<file path="config.mk">
export PLATFORM = sky130hd
export DESIGN_NAME = thread_slot_round_robin_scheduler
export DESIGN_NICKNAME = d
export VERILOG_FILES = /design/src/rtl/core/tsrr_pkg.sv /design/src/rtl/core/tsrr_ram.sv /design/src/rtl/core/tsrr_slot_table.sv /design/src/rtl/core/tsrr_ctrl.sv /design/src/rtl/core/thread_slot_round_robin_scheduler.sv
export SDC_FILE = /design/constraint.sdc
export NUM_CORES = 1
export LEC_CHECK = 0
export BUFFER_PORTS_ARGS = -buffer_cell sky130_fd_sc_hd__buf_2
export CAP_MARGIN = 10
export CORE_ASPECT_RATIO = 1.1
export CORE_UTILIZATION = 55
export DETAILED_ROUTE_END_ITERATION = 12
export PLACE_DENSITY = 0.83
export SYNTH_ARGS = -nofsm -noshare
export SYNTH_HDL_FRONTEND = slang
export SYNTH_SLANG_ARGS = --single-unit
</file>
<file path="constraint.sdc">
create_clock -name clk -period 10 [get_ports clk]
set_input_delay 1 -clock clk [delete_from_list [all_inputs] [get_ports clk]]
set_output_delay 1 -clock clk [all_outputs]
set_load 0.05 [all_outputs]
</file>
<file path="src/rtl/core/tsrr_pkg.sv">
`timescale 1ns / 1ps

package tsrr_pkg;

    // thread pool geometry
    localparam int POOL_SIZE = 32;
    localparam int IDX_W     = $clog2(POOL_SIZE);
    localparam int CNT_W     = $clog2(POOL_SIZE + 1);

    // beat field widths
    localparam int OP_W     = 2;
    localparam int TGT_W    = 8;
    localparam int STATUS_W = 2;
    localparam int ID_W     = 5;

    localparam int IN_BITS     = OP_W + TGT_W;
    localparam int IN_TDATA_W  = ((IN_BITS + 7) / 8) * 8;
    localparam int OUT_BITS    = STATUS_W + ID_W + 1 + ID_W + ID_W;
    localparam int OUT_TDATA_W = ((OUT_BITS + 7) / 8) * 8;

    typedef enum logic [OP_W-1:0] {
        OP_CREATE   = 2'd0,
        OP_SCHEDULE = 2'd1,
        OP_EXIT     = 2'd2,
        OP_KILL     = 2'd3
    } op_t;

    typedef enum logic [STATUS_W-1:0] {
        ST_DONE        = 2'd0,
        ST_FULL        = 2'd1,
        ST_BAD_TARGET  = 2'd2,
        ST_QUEUE_EMPTY = 2'd3
    } status_t;

    typedef enum logic [1:0] {
        SLOT_EMPTY   = 2'd0,
        SLOT_RUNNING = 2'd1,
        SLOT_ZOMBIE  = 2'd2
    } slot_code_t;

    // single access port into the slot state table
    typedef struct packed {
        logic [IDX_W-1:0] addr;
        logic             we;
        slot_code_t       wdata;
    } slot_req_t;

    function automatic logic [ID_W-1:0] to_id(input logic [IDX_W-1:0] v);
        logic [31:0] w;
        w = 32'(v);
        return w[ID_W-1:0];
    endfunction

    function automatic logic [IDX_W-1:0] ring_next(input logic [IDX_W-1:0] p);
        logic [IDX_W-1:0] r;
        if (p == IDX_W'(POOL_SIZE - 1))
        begin
            r = '0;
        end
        else
        begin
            r = p + IDX_W'(1);
        end
        return r;
    endfunction

endpackage

</file>
<file path="src/rtl/core/tsrr_ram.sv">
`timescale 1ns / 1ps

module tsrr_ram #(
    parameter int WIDTH = 8,
    parameter int DEPTH = 32
) (
    input  logic                     clk,
    input  logic                     we,
    input  logic [$clog2(DEPTH)-1:0] waddr,
    input  logic [WIDTH-1:0]         wdata,
    input  logic                     re,
    input  logic [$clog2(DEPTH)-1:0] raddr,
    output logic [WIDTH-1:0]         rdata
);

    logic [WIDTH-1:0] mem [DEPTH];

    always_ff @(posedge clk)
    begin
        if (we)
        begin
            mem[waddr] <= wdata;
        end
        if (re)
        begin
            rdata <= mem[raddr];
        end
    end

endmodule

</file>
<file path="src/rtl/core/tsrr_slot_table.sv">
`timescale 1ns / 1ps

module tsrr_slot_table (
    input  logic                   clk,
    input  logic                   rst_n,
    input  tsrr_pkg::slot_req_t    req,
    output tsrr_pkg::slot_code_t   rdata
);

    import tsrr_pkg::*;

    slot_code_t slot_reg  [POOL_SIZE];
    slot_code_t slot_next [POOL_SIZE];

    always_comb
    begin
        slot_next = slot_reg;
        if (req.we)
        begin
            slot_next[req.addr] = req.wdata;
        end
    end

    assign rdata = slot_reg[req.addr];

    // slot 0 is the idle thread and comes out of reset running
    always_ff @(posedge clk or negedge rst_n)
    begin
        if (!rst_n)
        begin
            for (int i = 0; i < POOL_SIZE; i++)
            begin
                slot_reg[i] <= (i == 0) ? SLOT_RUNNING : SLOT_EMPTY;
            end
        end
        else
        begin
            slot_reg <= slot_next;
        end
    end

endmodule

</file>
<file path="src/rtl/core/tsrr_ctrl.sv">
`timescale 1ns / 1ps

module tsrr_ctrl (
    input  logic                          clk,
    input  logic                          rst_n,
    // command side
    input  logic                          in_valid,
    output logic                          in_ready,
    input  tsrr_pkg::op_t                 operation,
    input  logic [tsrr_pkg::TGT_W-1:0]    target_thread,
    // result side
    output logic                          out_valid,
    input  logic                          out_ready,
    output tsrr_pkg::status_t             status,
    output logic [tsrr_pkg::ID_W-1:0]     created_thread,
    output logic                          switched,
    output logic [tsrr_pkg::ID_W-1:0]     previous_thread,
    output logic [tsrr_pkg::ID_W-1:0]     running_thread,
    // slot table port
    output tsrr_pkg::slot_req_t           slot_req,
    input  tsrr_pkg::slot_code_t          slot_rdata,
    // run queue ram
    output logic                          ram_we,
    output logic [tsrr_pkg::IDX_W-1:0]    ram_waddr,
    output logic [tsrr_pkg::IDX_W-1:0]    ram_wdata,
    output logic                          ram_re,
    output logic [tsrr_pkg::IDX_W-1:0]    ram_raddr,
    input  logic [tsrr_pkg::IDX_W-1:0]    ram_rdata
);

    import tsrr_pkg::*;

    typedef enum logic [2:0] {
        S_IDLE,
        S_SCAN,
        S_EXIT,
        S_SCHED,
        S_POP,
        S_KILL,
        S_FINISH
    } state_t;

    state_t            state_reg,        state_next;
    logic [TGT_W-1:0]  tgt_reg,          tgt_next;
    logic [IDX_W-1:0]  idx_reg,          idx_next;
    logic [IDX_W-1:0]  cur_reg,          cur_next;
    logic [IDX_W-1:0]  prev_reg,         prev_next;
    logic [IDX_W-1:0]  head_reg,         head_next;
    logic [IDX_W-1:0]  tail_reg,         tail_next;
    logic [CNT_W-1:0]  count_reg,        count_next;
    logic              requeue_reg,      requeue_next;
    status_t           status_reg,       status_next;
    logic [ID_W-1:0]   created_reg,      created_next;
    logic              sw_reg,           sw_next;
    logic              out_valid_reg,    out_valid_next;
    status_t           out_status_reg,   out_status_next;
    logic [ID_W-1:0]   out_created_reg,  out_created_next;
    logic              out_sw_reg,       out_sw_next;
    logic [ID_W-1:0]   out_prev_reg,     out_prev_next;
    logic [ID_W-1:0]   out_run_reg,      out_run_next;

    logic [31:0]       tgt_wide;
    logic              room;

    assign tgt_wide = 32'(tgt_reg);
    assign room     = (count_reg < CNT_W'(POOL_SIZE));

    always_comb
    begin
        state_next       = state_reg;
        tgt_next         = tgt_reg;
        idx_next         = idx_reg;
        cur_next         = cur_reg;
        prev_next        = prev_reg;
        head_next        = head_reg;
        tail_next        = tail_reg;
        count_next       = count_reg;
        requeue_next     = requeue_reg;
        status_next      = status_reg;
        created_next     = created_reg;
        sw_next          = sw_reg;
        out_valid_next   = out_valid_reg;
        out_status_next  = out_status_reg;
        out_created_next = out_created_reg;
        out_sw_next      = out_sw_reg;
        out_prev_next    = out_prev_reg;
        out_run_next     = out_run_reg;

        slot_req.addr  = cur_reg;
        slot_req.we    = 1'b0;
        slot_req.wdata = SLOT_ZOMBIE;
        ram_we    = 1'b0;
        ram_waddr = tail_reg;
        ram_wdata = cur_reg;
        ram_re    = 1'b0;
        ram_raddr = head_reg;

        if (out_valid_reg && out_ready)
        begin
            out_valid_next = 1'b0;
        end

        unique case (state_reg)
            S_IDLE:
            begin
                if (in_valid)
                begin
                    tgt_next     = target_thread;
                    prev_next    = cur_reg;
                    idx_next     = '0;
                    status_next  = ST_DONE;
                    created_next = '0;
                    sw_next      = 1'b0;
                    unique case (operation)
                        OP_CREATE:   state_next = S_SCAN;
                        OP_SCHEDULE: state_next = S_SCHED;
                        OP_EXIT:     state_next = S_EXIT;
                        OP_KILL:     state_next = S_KILL;
                    endcase
                end
            end

            // one slot compared per cycle, lowest empty one wins
            S_SCAN:
            begin
                slot_req.addr = idx_reg;
                if (slot_rdata == SLOT_EMPTY)
                begin
                    slot_req.we    = 1'b1;
                    slot_req.wdata = SLOT_RUNNING;
                    if (room)
                    begin
                        ram_we     = 1'b1;
                        ram_waddr  = tail_reg;
                        ram_wdata  = idx_reg;
                        tail_next  = ring_next(tail_reg);
                        count_next = count_reg + CNT_W'(1);
                    end
                    created_next = to_id(idx_reg);
                    status_next  = ST_DONE;
                    state_next   = S_FINISH;
                end
                else if (idx_reg == IDX_W'(POOL_SIZE - 1))
                begin
                    status_next = ST_FULL;
                    state_next  = S_FINISH;
                end
                else
                begin
                    idx_next = idx_reg + IDX_W'(1);
                end
            end

            S_EXIT:
            begin
                slot_req.we    = 1'b1;
                slot_req.wdata = SLOT_ZOMBIE;
                state_next     = S_SCHED;
            end

            S_SCHED:
            begin
                if (count_reg == '0)
                begin
                    status_next = ST_QUEUE_EMPTY;
                    state_next  = S_FINISH;
                end
                else
                begin
                    ram_re       = 1'b1;
                    requeue_next = (slot_rdata == SLOT_RUNNING) && (cur_reg != '0);
                    head_next    = ring_next(head_reg);
                    count_next   = count_reg - CNT_W'(1);
                    state_next   = S_POP;
                end
            end

            // popped id is back from the ram
            S_POP:
            begin
                if (requeue_reg && room)
                begin
                    ram_we     = 1'b1;
                    ram_waddr  = tail_reg;
                    ram_wdata  = cur_reg;
                    tail_next  = ring_next(tail_reg);
                    count_next = count_reg + CNT_W'(1);
                end
                sw_next    = (ram_rdata != cur_reg);
                cur_next   = ram_rdata;
                state_next = S_FINISH;
            end

            S_KILL:
            begin
                if ({1'b0, tgt_reg} >= (TGT_W + 1)'(POOL_SIZE))
                begin
                    status_next = ST_BAD_TARGET;
                end
                else
                begin
                    slot_req.addr  = tgt_wide[IDX_W-1:0];
                    slot_req.we    = 1'b1;
                    slot_req.wdata = SLOT_ZOMBIE;
                end
                state_next = S_FINISH;
            end

            S_FINISH:
            begin
                if (!out_valid_reg || out_ready)
                begin
                    out_valid_next   = 1'b1;
                    out_status_next  = status_reg;
                    out_created_next = created_reg;
                    out_sw_next      = sw_reg;
                    out_prev_next    = to_id(prev_reg);
                    out_run_next     = to_id(cur_reg);
                    state_next       = S_IDLE;
                end
            end

            default:
            begin
                state_next = S_IDLE;
            end
        endcase
    end

    always_ff @(posedge clk or negedge rst_n)
    begin
        if (!rst_n)
        begin
            state_reg       <= S_IDLE;
            tgt_reg         <= '0;
            idx_reg         <= '0;
            cur_reg         <= '0;
            prev_reg        <= '0;
            head_reg        <= '0;
            tail_reg        <= '0;
            count_reg       <= '0;
            requeue_reg     <= 1'b0;
            status_reg      <= ST_DONE;
            created_reg     <= '0;
            sw_reg          <= 1'b0;
            out_valid_reg   <= 1'b0;
            out_status_reg  <= ST_DONE;
            out_created_reg <= '0;
            out_sw_reg      <= 1'b0;
            out_prev_reg    <= '0;
            out_run_reg     <= '0;
        end
        else
        begin
            state_reg       <= state_next;
            tgt_reg         <= tgt_next;
            idx_reg         <= idx_next;
            cur_reg         <= cur_next;
            prev_reg        <= prev_next;
            head_reg        <= head_next;
            tail_reg        <= tail_next;
            count_reg       <= count_next;
            requeue_reg     <= requeue_next;
            status_reg      <= status_next;
            created_reg     <= created_next;
            sw_reg          <= sw_next;
            out_valid_reg   <= out_valid_next;
            out_status_reg  <= out_status_next;
            out_created_reg <= out_created_next;
            out_sw_reg      <= out_sw_next;
            out_prev_reg    <= out_prev_next;
            out_run_reg     <= out_run_next;
        end
    end

    assign in_ready        = (state_reg == S_IDLE);
    assign out_valid       = out_valid_reg;
    assign status          = out_status_reg;
    assign created_thread  = out_created_reg;
    assign switched        = out_sw_reg;
    assign previous_thread = out_prev_reg;
    assign running_thread  = out_run_reg;

    a_count_bound: assert property (@(posedge clk) disable iff (!rst_n)
        count_reg <= CNT_W'(POOL_SIZE))
        else $error("run queue count above pool size");

    a_pop_nonempty: assert property (@(posedge clk) disable iff (!rst_n)
        ram_re |-> (count_reg != '0))
        else $error("pop from empty run queue");

    a_pop_follows_sched: assert property (@(posedge clk) disable iff (!rst_n)
        (state_reg == S_SCHED) && (count_reg != '0) |=> (state_reg == S_POP))
        else $error("queue pop not followed by data capture");

    a_empty_no_switch: assert property (@(posedge clk) disable iff (!rst_n)
        (state_reg == S_FINISH) && (status_reg == ST_QUEUE_EMPTY) |-> !sw_reg)
        else $error("switch reported with empty run queue");

endmodule

</file>
<file path="src/rtl/core/thread_slot_round_robin_scheduler.sv">
`timescale 1ns / 1ps

// channel   dir  handshake                     payload
// s_axis    in   s_axis_tvalid/s_axis_tready   operation, target_thread
// m_axis    out  m_axis_tvalid/m_axis_tready   status, created_thread, switched,
//                                              previous_thread, running_thread
//
// one command beat at a time; s_axis_tready is high only while the sequencer idles
// create: the slot table is scanned one slot per cycle, lowest empty slot first
// schedule pops the registered queue ram read; exit marks the current slot zombie first
// a finished result waits in the output register; a stalled m_axis holds the sequencer
// rst_n (async, active low) sets slot 0 running and current, queue empty; no clear pass

module thread_slot_round_robin_scheduler (
    input  logic                                clk,
    input  logic                                rst_n,
    input  logic                                s_axis_tvalid,
    output logic                                s_axis_tready,
    // [1:0] operation, [9:2] target_thread, rest zero
    input  logic [tsrr_pkg::IN_TDATA_W-1:0]     s_axis_tdata,
    output logic                                m_axis_tvalid,
    input  logic                                m_axis_tready,
    // [1:0] status, [6:2] created_thread, [7] switched,
    // [12:8] previous_thread, [17:13] running_thread, rest zero
    output logic [tsrr_pkg::OUT_TDATA_W-1:0]    m_axis_tdata
);

    import tsrr_pkg::*;

    op_t               operation;
    logic [TGT_W-1:0]  target_thread;
    status_t           status;
    logic [ID_W-1:0]   created_thread;
    logic              switched;
    logic [ID_W-1:0]   previous_thread;
    logic [ID_W-1:0]   running_thread;

    slot_req_t         slot_req;
    slot_code_t        slot_rdata;

    logic              ram_we;
    logic [IDX_W-1:0]  ram_waddr;
    logic [IDX_W-1:0]  ram_wdata;
    logic              ram_re;
    logic [IDX_W-1:0]  ram_raddr;
    logic [IDX_W-1:0]  ram_rdata;

    // unpack the command beat
    assign operation     = op_t'(s_axis_tdata[OP_W-1:0]);
    assign target_thread = s_axis_tdata[OP_W +: TGT_W];

    // pack the result beat, zero fill to a whole byte
    assign m_axis_tdata = OUT_TDATA_W'({running_thread, previous_thread, switched,
                                        created_thread, status});

    tsrr_ctrl u_ctrl (
        .clk             (clk),
        .rst_n           (rst_n),
        .in_valid        (s_axis_tvalid),
        .in_ready        (s_axis_tready),
        .operation       (operation),
        .target_thread   (target_thread),
        .out_valid       (m_axis_tvalid),
        .out_ready       (m_axis_tready),
        .status          (status),
        .created_thread  (created_thread),
        .switched        (switched),
        .previous_thread (previous_thread),
        .running_thread  (running_thread),
        .slot_req        (slot_req),
        .slot_rdata      (slot_rdata),
        .ram_we          (ram_we),
        .ram_waddr       (ram_waddr),
        .ram_wdata       (ram_wdata),
        .ram_re          (ram_re),
        .ram_raddr       (ram_raddr),
        .ram_rdata       (ram_rdata)
    );

    // per-slot empty / running / zombie state
    tsrr_slot_table u_slots (
        .clk   (clk),
        .rst_n (rst_n),
        .req   (slot_req),
        .rdata (slot_rdata)
    );

    // run queue storage, ring addressed by head and tail
    tsrr_ram #(
        .WIDTH (IDX_W),
        .DEPTH (POOL_SIZE)
    ) u_run_queue (
        .clk   (clk),
        .we    (ram_we),
        .waddr (ram_waddr),
        .wdata (ram_wdata),
        .re    (ram_re),
        .raddr (ram_raddr),
        .rdata (ram_rdata)
    );

endmodule
</file>
==> run_results.csv, run 1 <==
group,metric,value,unit
power,power_density,333,nW/µm²
floorplan,die_area,24900,µm²
clocking,cts.path.max_buffers,3,
floorplan,initial_utilization,0.563,
sta,fin_ws,4.29,ns
sta,tightest_slew,1.27,ns
cells_and_area,drive_above_1_share,0.226,
floorplan,num_rows,59,
grt,grt_usage,0.243,
cells_and_area,multi_input_area,4690,µm²
clocking,post_cts_buffers,0,
synth,synth.largest_area_cell,"edfxtp_1",
route,drc,0,
min_path,holdCritPathClass,"in -> async",
clocking,cts_tree,"yes",
worst_setup_path,worstSetupPathType,"reg -> reg",
route,detail-route-antenna-nets,0,
sta,fin_setup_tns,0,ns
synth,yosysWarningCount,0,
grt,antenna_found_initial,0,
sta,rsz0062_at_grt,"false",
route,wl,28.9,mm
worst_setup_path,cp-end-kind,"register",
placement,io_buffers,33,
worst_setup_path,crit_path_frequent_cell,"buf_4",
synth,synth-edff-count,165,
worst_setup_path,worstPathCellList,"nand2b_1 -> a221o_1 -> nor2_2 -> buf_4 -> mux2_2 -> a311o_1 -> a22o_1 -> nor4_4 -> a22oi_2 -> nor2_1 -> buf_4 -> and3_1",
cells_and_area,seq_area,8310,µm²
route,drt_iter0_drc,700,
sta,drv_slew,0,
synth,synth_cells,929,
grt,grt_pass1_vias,8158,
placement,hpwlAfterDp,18.1,mm
floorplan,io_pins,46,
synth,ys.flop_type,"edfxtp_1",
job,max-cap-violations,0,
cells_and_area,largest_reg_flops,160,
clocking,insertion_delay,0.57,ns
synth,ys_ff_latch,299,
cells_and_area,final_nets,979,
clocking,root_buffer,"clkbuf_16",
worst_setup_path,required,10.24,ns
worst_setup_path,rr_startpoint,"u_ctrl.state_reg[0]$_DFFE_PN0P_",
power,peakVddDrop,252,µV
synth,synth_cell_type_count,74,
worst_setup_path,worst-path-max-fanout,22,
worst_setup_path,r2r-end,"u_run_queue.mem[30][4]$_DFFE_PP_",
grt,overflow,0,
sta,skew,0.0238,ns
floorplan,core,23700,µm²
grt,grt_pass1_wl,45.7,mm
grt,grt_max_degree,71,
synth,async_reset_ff_frac,0.448,
clocking,cts_buffers,29,
clocking,ctsHoldBuffers,0,
clocking,clkSinkCount,299,
synth,synthesis.area,13300,µm²
clocking,cts.clk_slew.worst_paths,0.06,ns
synth,ys_seq_area_frac,0.623,
floorplan,chipHeight,165,µm
power,power.leakage,5.75,nW
sta,slew_headroom,0.143,
sta,finalCritPeriodShare,0.571,
synth,yosysTopAreaCellShare,0.371,
route,dr.pass1.iters,5,
sta,fmax,175,MHz
cells_and_area,fillers,1637,
route,vias,8099,
cells_and_area,antenna_cells,0,
synth,ys_top_cells_by_area,"edfxtp_1, dfrtp_1, mux4_2, mux2_2, nand2_1",
worst_setup_path,worstPathArrival,5.95,ns
route,vias_per_cell,6.37,
floorplan,fp.dieW,150,µm
placement,gp_congestion,0.898,
synth,syn-mean-instance-area,14.4,µm²
worst_setup_path,slowest_stage,"dfrtp_1",
synth,synth_common_cells,"edfxtp_1, dfrtp_1, nand2_1",
route,wire_per_inst,22.8,µm
sta,period_needed,5.71,ns
outcome,status,"complete, no violations",
synth,synth.most_common_cell,"edfxtp_1",
clocking,cts_resized,0,
worst_setup_path,critical_path.max_stage_delay,0.65,ns
clocking,h-tree-depth,1,
placement,dpl_worst_slack,4.39,ns
worst_setup_path,r2r_slack,4.29,ns
worst_setup_path,cp-start-kind,"register",
sta,setup_viol_count_final,0,
sta,hold_viol_final,0,
cells_and_area,area_growth_syn_to_layout,10.4,%
worst_setup_path,reg2reg_depth,12,
-- per-layer routing --
layer  track usage  vias up  part of all wire  wire length [µm]
met5             0        -                 0                 0
met4        0.0983        0             0.038              1100
met3        0.0376       78             0.071              2060
met2         0.411      369              0.50             14500
met1         0.314     4076              0.39             11300
li1              -     3576                 -                 -
-- per-stage QoR --
step	utilization	power (mW)	std cells	cell area, µm²	hold WS, ns
after floorplan	-	3.24	934	13400	0.428
after global placement	0.578	3.68	1217	13700	0.445
after detailed placement	0.578	3.75	1217	13700	0.450
after CTS	0.622	4.90	1271	14700	0.438
after global routing	0.622	5.14	1271	14700	0.462
final	0.622	4.91	1271	14700	0.429
-- cells by family (layout without fill, tap and decap cells) --
logic type | after synthesis | in the layout | share of synthesized area
xor gates and xnor gates | 10 | 10 | 0.00657
DFF | 299 | 299 | 0.623
muxes | 128 | 128 | 0.150
adders and majority gates | 16 | 16 | 0.0156
AOI/OAI and AO/OA | 165 | 165 | 0.0880
other | 1 | 6 | 0.000281
buffers and inverters | 84 | 116 | 0.0274
and+or+nand+nor | 226 | 226 | 0.0890
-- cell usage in the layout (no fill, tap or decap), drive strengths merged, types with 5 or more instances in the layout --
master    synthesis  layout
a2111oi           6       6
a21o              6       6
a21oi            21      21
a22o             17      17
and3             32      32
buf              29      44
clkbuf           37      37
clkinv            0       7
clkinvlp          0       5
conb              1       6
dfrtp           133     133
edfxtp          165     165
ha               15      15
inv              18      20
mux2             63      63
mux2i            15      15
mux4             50      50
nand2            61      61
nand2b           22      22
nand3            21      21
nor2             32      32
nor3             24      24
nor4              7       7
o21ai            43      43
o21bai           17      17
o22ai             5       5
o31ai            17      17
or3               6       6
xnor2             7       7
-- critical path: cells and delay by family (launching register included) --
kind                   cells  cell delay (ns)
DFF                        1             0.65
AOI/OAI and AO/OA          4             1.50
buffers and inverters      2             0.69
muxes                      1             0.37
and+or+nand+nor            5             2.14
-- how the worst max path moves through the flow --
stage	start	end	slack (ns)
4_1_cts	u_ctrl.state_reg[0]$_DFFE_PN0P_	u_run_queue.mem[9][3]$_DFFE_PP_	4.37
3_3_place_gp	u_ctrl.state_reg[0]$_DFFE_PN0P_	u_run_queue.mem[15][3]$_DFFE_PP_	4.46
5_1_grt	u_ctrl.state_reg[0]$_DFFE_PN0P_	u_run_queue.mem[30][4]$_DFFE_PP_	3.95
2_1_floorplan	u_ctrl.tgt_reg[5]$_DFFE_PN0P_	u_run_queue.mem[15][0]$_DFFE_PP_	5.89
6_report	u_ctrl.state_reg[0]$_DFFE_PN0P_	u_run_queue.mem[30][4]$_DFFE_PP_	4.29
3_5_place_dp	u_ctrl.state_reg[0]$_DFFE_PN0P_	u_run_queue.mem[9][0]$_DFFE_PP_	4.39
-- report_power, final --
part	internal, mW	switching (mW)
logic	0.707	1.19
registers	1.66	0.211
clock network	0.671	0.478
-- final cells by class --
cell class | instances | share of cell area
clock buffer | 37 | 0.0565
clock inverter | 17 | 0.0129
tap | 305 | 0.0259
inverter | 18 | 0.00459
sequential | 299 | 0.564
multi-input combinational | 551 | 0.319
timing repair buffer | 44 | 0.0172
No activity file was read; power rests on OpenSTA's default activity.
==> run 2: changes to the inputs <==
- PLACE_DENSITY: 0.83 -> 0.86
- clock period: 10 -> 4.78 ns (I/O delays scaled with it)
==> run_results.csv, run 2 (synthesis gave the netlist of run 1 again) <==
group,metric,value,unit
outcome,status,"complete, no violations",
sta,finalCritPeriodShare,0.941,
min_path,holdCritPathClass,"in -> async",
floorplan,initial_utilization,0.563,
sta,period_needed,4.50,ns
route,drt_iter0_drc,754,
floorplan,chipHeight,165,µm
clocking,clkSinkCount,299,
power,peakVddDrop,377,µV
worst_setup_path,worst-path-max-fanout,30,
job,max-cap-violations,0,
cells_and_area,antenna_cells,0,
clocking,cts_buffers,29,
floorplan,fp.dieW,150,µm
sta,rsz0062_at_grt,"false",
cells_and_area,largest_reg_flops,160,
grt,grt_max_degree,104,
cells_and_area,fillers,1645,
route,vias,8207,
grt,grt_pass1_vias,8352,
floorplan,core,23700,µm²
floorplan,die_area,24900,µm²
clocking,cts.clk_slew.worst_paths,0.06,ns
sta,setup_viol_count_final,0,
clocking,ctsHoldBuffers,0,
clocking,cts.path.max_buffers,3,
grt,grt_pass1_wl,45.9,mm
clocking,h-tree-depth,1,
clocking,insertion_delay,0.56,ns
route,drc,0,
sta,fmax,222,MHz
cells_and_area,drive_above_1_share,0.235,
sta,hold_viol_final,0,
placement,hpwlAfterDp,18.6,mm
sta,fin_setup_tns,0,ns
sta,drv_slew,0,
sta,slew_headroom,0.230,
route,wl,29.1,mm
cells_and_area,final_cell_mix,"edfxtp_1, dfrtp_1, nand2_1",
route,vias_per_cell,6.37,
cells_and_area,final_common_cell,"edfxtp_1",
clocking,cts_tree,"yes",
worst_setup_path,cp-start-kind,"register",
cells_and_area,area_growth_syn_to_layout,11.3,%
cells_and_area,final_nets,996,
grt,grt_usage,0.244,
cells_and_area,final_util,0.627,
clocking,root_buffer,"clkbuf_16",
power,power_density,697,nW/µm²
grt,antenna_found_initial,0,
floorplan,io_pins,46,
power,power.leakage,5.84,nW
worst_setup_path,required,5.02,ns
floorplan,num_rows,59,
sta,skew,0.0148,ns
placement,io_buffers,33,
placement,gp_congestion,0.975,
clocking,cts_resized,0,
route,dr.pass1.iters,5,
sta,tightest_slew,1.15,ns
worst_setup_path,worstPathArrival,4.73,ns
worst_setup_path,worstSetupPathType,"reg -> reg",
clocking,post_cts_buffers,0,
worst_setup_path,cp-end-kind,"register",
route,detail-route-antenna-nets,0,
route,wire_per_inst,22.6,µm
grt,overflow,0,
==> run 2: cell types whose count changed in the layout (fill, tap and decap cells not counted), sizes merged <==
cell / previous run / this run
buf: 44 / 61
bufinv: 3 / 4
clkbuf: 37 / 36
clkinv: 7 / 11
clkinvlp: 5 / 2
inv: 20 / 19
==> run 2: final cells by class <==
type	instances	area [µm²]	area share
multi-input combinational	551	4690	0.316
inverter	18	67.6	0.00455
clock buffer	36	817	0.0550
clock inverter	18	200	0.0135
sequential	299	8310	0.560
tap	305	382	0.0257
timing repair buffer	61	382	0.0257
==> run 2: path summary, 6_finish.rpt <==
check,start,to,slack (ns),cells past startpoint
setup reg to reg,u_ctrl.state_reg[1]$_DFFE_PN0P_,u_run_queue.mem[2][2]$_DFFE_PP_,0.28,12
max in group asynchronous,rst_n,u_ctrl.count_reg[4]$_DFFE_PN0P_,3.80,2
hold / removal,rst_n,u_slots.slot_reg[34]$_DFFE_PN0P_,0.02,1
hold reg to reg,u_slots.slot_reg[11]$_DFFE_PN0P_,u_slots.slot_reg[11]$_DFFE_PN0P_,0.47,1
setup / recovery,u_ctrl.state_reg[1]$_DFFE_PN0P_,u_run_queue.mem[2][2]$_DFFE_PP_,0.28,12
min in group clk,s_axis_tdata[4],u_ctrl.tgt_reg[2]$_DFFE_PN0P_,0.14,2
==> run 2: metrics by stage <==
step | hold WS, ns | total power [mW] | setup slack [ns] | instance area (µm²) | cells
detailed placement | 0.450 | 7.90 | 0.431 | 13800 | 1234
global route | 0.0898 | 10.8 | 0.0130 | 14900 | 1288
CTS | 0.0500 | 10.3 | 0.397 | 14900 | 1288
floorplan | 0.182 | 6.78 | 0.666 | 13400 | 934
finish | 0.0178 | 10.3 | 0.284 | 14900 | 1288
global placement | 0.447 | 7.75 | 0.506 | 13800 | 1234
==> run 2: per-layer routing <==
metal / vias to the layer above / share of wire / track usage
li1: 3608 / - / -
met1: 4155 / 0.39 / 0.307
met2: 376 / 0.52 / 0.431
met3: 68 / 0.067 / 0.0382
met4: 0 / 0.025 / 0.0762
met5: - / 0 / 0
==> run 2: worst max-delay path, stage by stage (launching register included) <==
cell and delay [ns]:
dfrtp_1 0.55, or3b_1 0.31, o32ai_1 0.15, nor3_1 0.86, buf_4 0.29, a2111oi_0 0.06
o21ai_0 0.21, o211ai_1 0.16, a2111oi_4 0.55, a22oi_2 0.19, nor2_1 0.15, buf_4 0.30
and3_1 0.39
==> run 2: where the power goes <==
part / total [mW] / internal [mW] / switching, mW
registers: 3.91 / 3.47 / 0.444
logic: 4.03 / 1.54 / 2.49
clock network: 2.40 / 1.43 / 0.976
total: 10.3 / 6.44 / 3.91
==> run 3: changes to the inputs <==
- BUFFER_PORTS_ARGS: -buffer_cell sky130_fd_sc_hd__buf_2 -> -buffer_cell sky130_fd_sc_hd__buf_4
- MAX_ROUTING_LAYER: unset -> met4
- SKIP_CTS_REPAIR_TIMING: unset -> 1
==> run_results.csv, run 3 (synthesis gave the netlist of run 1 again) <==
group,metric,value,unit
power,power.leakage,5.84,nW
clocking,cts_tree,"yes",
power,peakVddDrop,419,µV
clocking,insertion_delay,0.55,ns
route,wl,28.4,mm
sta,fmax,216,MHz
cells_and_area,antenna_cells,0,
power,power,10.3,mW
worst_setup_path,cp-end-kind,"register",
grt,antenna_found_initial,0,
worst_setup_path,worstSetupPathType,"reg -> reg",
min_path,holdCritPathClass,"in -> async",
worst_setup_path,worstPathArrival,4.83,ns
sta,period_needed,4.62,ns
worst_setup_path,rr_startpoint,"u_ctrl.tgt_reg[5]$_DFFE_PN0P_",
cells_and_area,largest_reg_flops,160,
floorplan,fp.dieW,150,µm
floorplan,num_rows,59,
sta,tightest_slew,1.15,ns
route,drt_iter0_drc,592,
sta,hold_viol_final,20,
floorplan,die_area,24900,µm²
sta,drv_slew,0,
worst_setup_path,r2r-end,"u_run_queue.mem[2][4]$_DFFE_PP_",
clocking,clkSinkCount,299,
route,detail-route-antenna-nets,0,
placement,post_dp_cell_area,13900,µm²
power,p_comb_frac,0.394,
floorplan,io_pins,46,
clocking,cts.path.max_buffers,3,
route,wire_per_inst,22.1,µm
clocking,cts_buffers,28,
power,clock_power_share,0.226,
clocking,root_buffer,"clkbuf_16",
cells_and_area,final_util,0.629,
cells_and_area,final_nets,996,
cells_and_area,final_common_cell,"edfxtp_1",
sta,finalCritPeriodShare,0.967,
grt,overflow,0,
placement,gp_congestion,1.03,
worst_setup_path,worst-path-max-fanout,30,
worst_setup_path,cp-start-kind,"register",
placement,io_buffers,33,
worst_setup_path,r2r_slack,0.16,ns
grt,grt_usage,0.248,
worst_setup_path,required,4.99,ns
power,power.switching,3.86,mW
sta,slew_headroom,0.229,
outcome,status,"finished, violations left",
floorplan,core,23700,µm²
power,p_seq_frac,0.380,
cells_and_area,seq_area,8310,µm²
cells_and_area,multi_input_area,4690,µm²
cells_and_area,fillers,1654,
route,vias,8122,
grt,grt_pass1_wl,45.4,mm
sta,whs,-0.0358,ns
floorplan,initial_utilization,0.563,
placement,hpwlAfterDp,18.6,mm
sta,setup_viol_count_final,0,
clocking,cts.clk_slew.worst_paths,0.06,ns
outcome,violations,"hold timing",
cells_and_area,final_area,14900,µm²
grt,grt_max_degree,90,
route,vias_per_cell,6.31,
cells_and_area,drive_above_1_share,0.236,
sta,skew,0.0194,ns
grt,grt_pass1_vias,8348,
clocking,h-tree-depth,1,
cells_and_area,area_growth_syn_to_layout,11.7,%
floorplan,chipHeight,165,µm
power,swShare,0.374,
power,p_int,6.45,mW
power,power_density,692,nW/µm²
route,dr.pass1.iters,5,
route,drc,0,
worst_setup_path,reg2reg_depth,13,
job,max-cap-violations,0,
cells_and_area,final_cell_mix,"edfxtp_1, dfrtp_1, buf_4",
run 3: changes by cell type in the layout (fill, tap and decap cells not counted), sizes merged:
| cell | delta |
|---|---|
| clkinv | +2 |
| buf | +1 |
| clkinvlp | +1 |
| bufinv | +1 |
| clkbuf | -5 |
| inv | -1 |
run 3: final cells by class:
class                   count  area share
clock inverters            21      0.0159
inverters                  18     0.00453
clock buffers              31      0.0499
multi-input cells         551       0.315
well taps                 305      0.0256
repair buffers             62      0.0315
flip-flops and latches    299       0.558
run 3: power by group through the flow:
stage	sequential (mW)	combinational, mW	clock, mW
floorplan	3.92	2.86	0
global placement	3.93	3.85	0
detailed placement	3.95	3.99	0
CTS	3.91	4.01	2.36
global route	3.98	4.38	2.46
finish	3.92	4.07	2.33
run 3: metal layers:
| metal | global-route usage | wire length (µm) | vias up |
|---|---|---|---|
| met3 | 0.0407 | 1930 | 80 |
| li1 | - | - | 3624 |
| met1 | 0.304 | 11200 | 4068 |
| met2 | 0.415 | 14400 | 350 |
| met5 | - | 0 | - |
| met4 | 0.0960 | 902 | 0 |
run 3: worst max-delay path by stage:
stage,end,startpoint,slack [ns],depth (start not counted)
after floorplan,u_run_queue.mem[15][0]$_DFFE_PP_,u_ctrl.tgt_reg[5]$_DFFE_PN0P_,0.67,13
after global placement,u_run_queue.mem[1][3]$_DFFE_PP_,u_ctrl.tgt_reg[5]$_DFFE_PN0P_,0.28,12
after detailed placement,u_run_queue.mem[5][3]$_DFFE_PP_,u_ctrl.tgt_reg[5]$_DFFE_PN0P_,0.13,12
after CTS,u_run_queue.mem[2][4]$_DFFE_PP_,u_ctrl.tgt_reg[5]$_DFFE_PN0P_,0.08,12
after global routing,u_run_queue.mem[2][4]$_DFFE_PP_,u_ctrl.tgt_reg[5]$_DFFE_PN0P_,-0.04,13
final,u_run_queue.mem[2][4]$_DFFE_PP_,u_ctrl.tgt_reg[5]$_DFFE_PN0P_,0.16,13
run 3: critical path, cell delays in order, from the launching register on:
cell       delay (ns)
dfrtp_1          0.40
or3_1            0.52
a221o_1          0.53
nor2_2           0.25
buf_4            0.30
mux2_2           0.38
a32oi_1          0.20
o211ai_1         0.16
a2111oi_4        0.34
buf_4            0.21
a22oi_2          0.10
nor2_1           0.16
buf_4            0.32
and3_1           0.39
run 3: through the flow:
stage	instances	worst slack [ns]	TNS (ns)
finish	1287	0.158	0
global route	1287	-0.0390	-0.368
CTS	1285	0.0829	0
detailed placement	1233	0.132	0
global placement	1233	0.283	0
floorplan	934	0.666	0
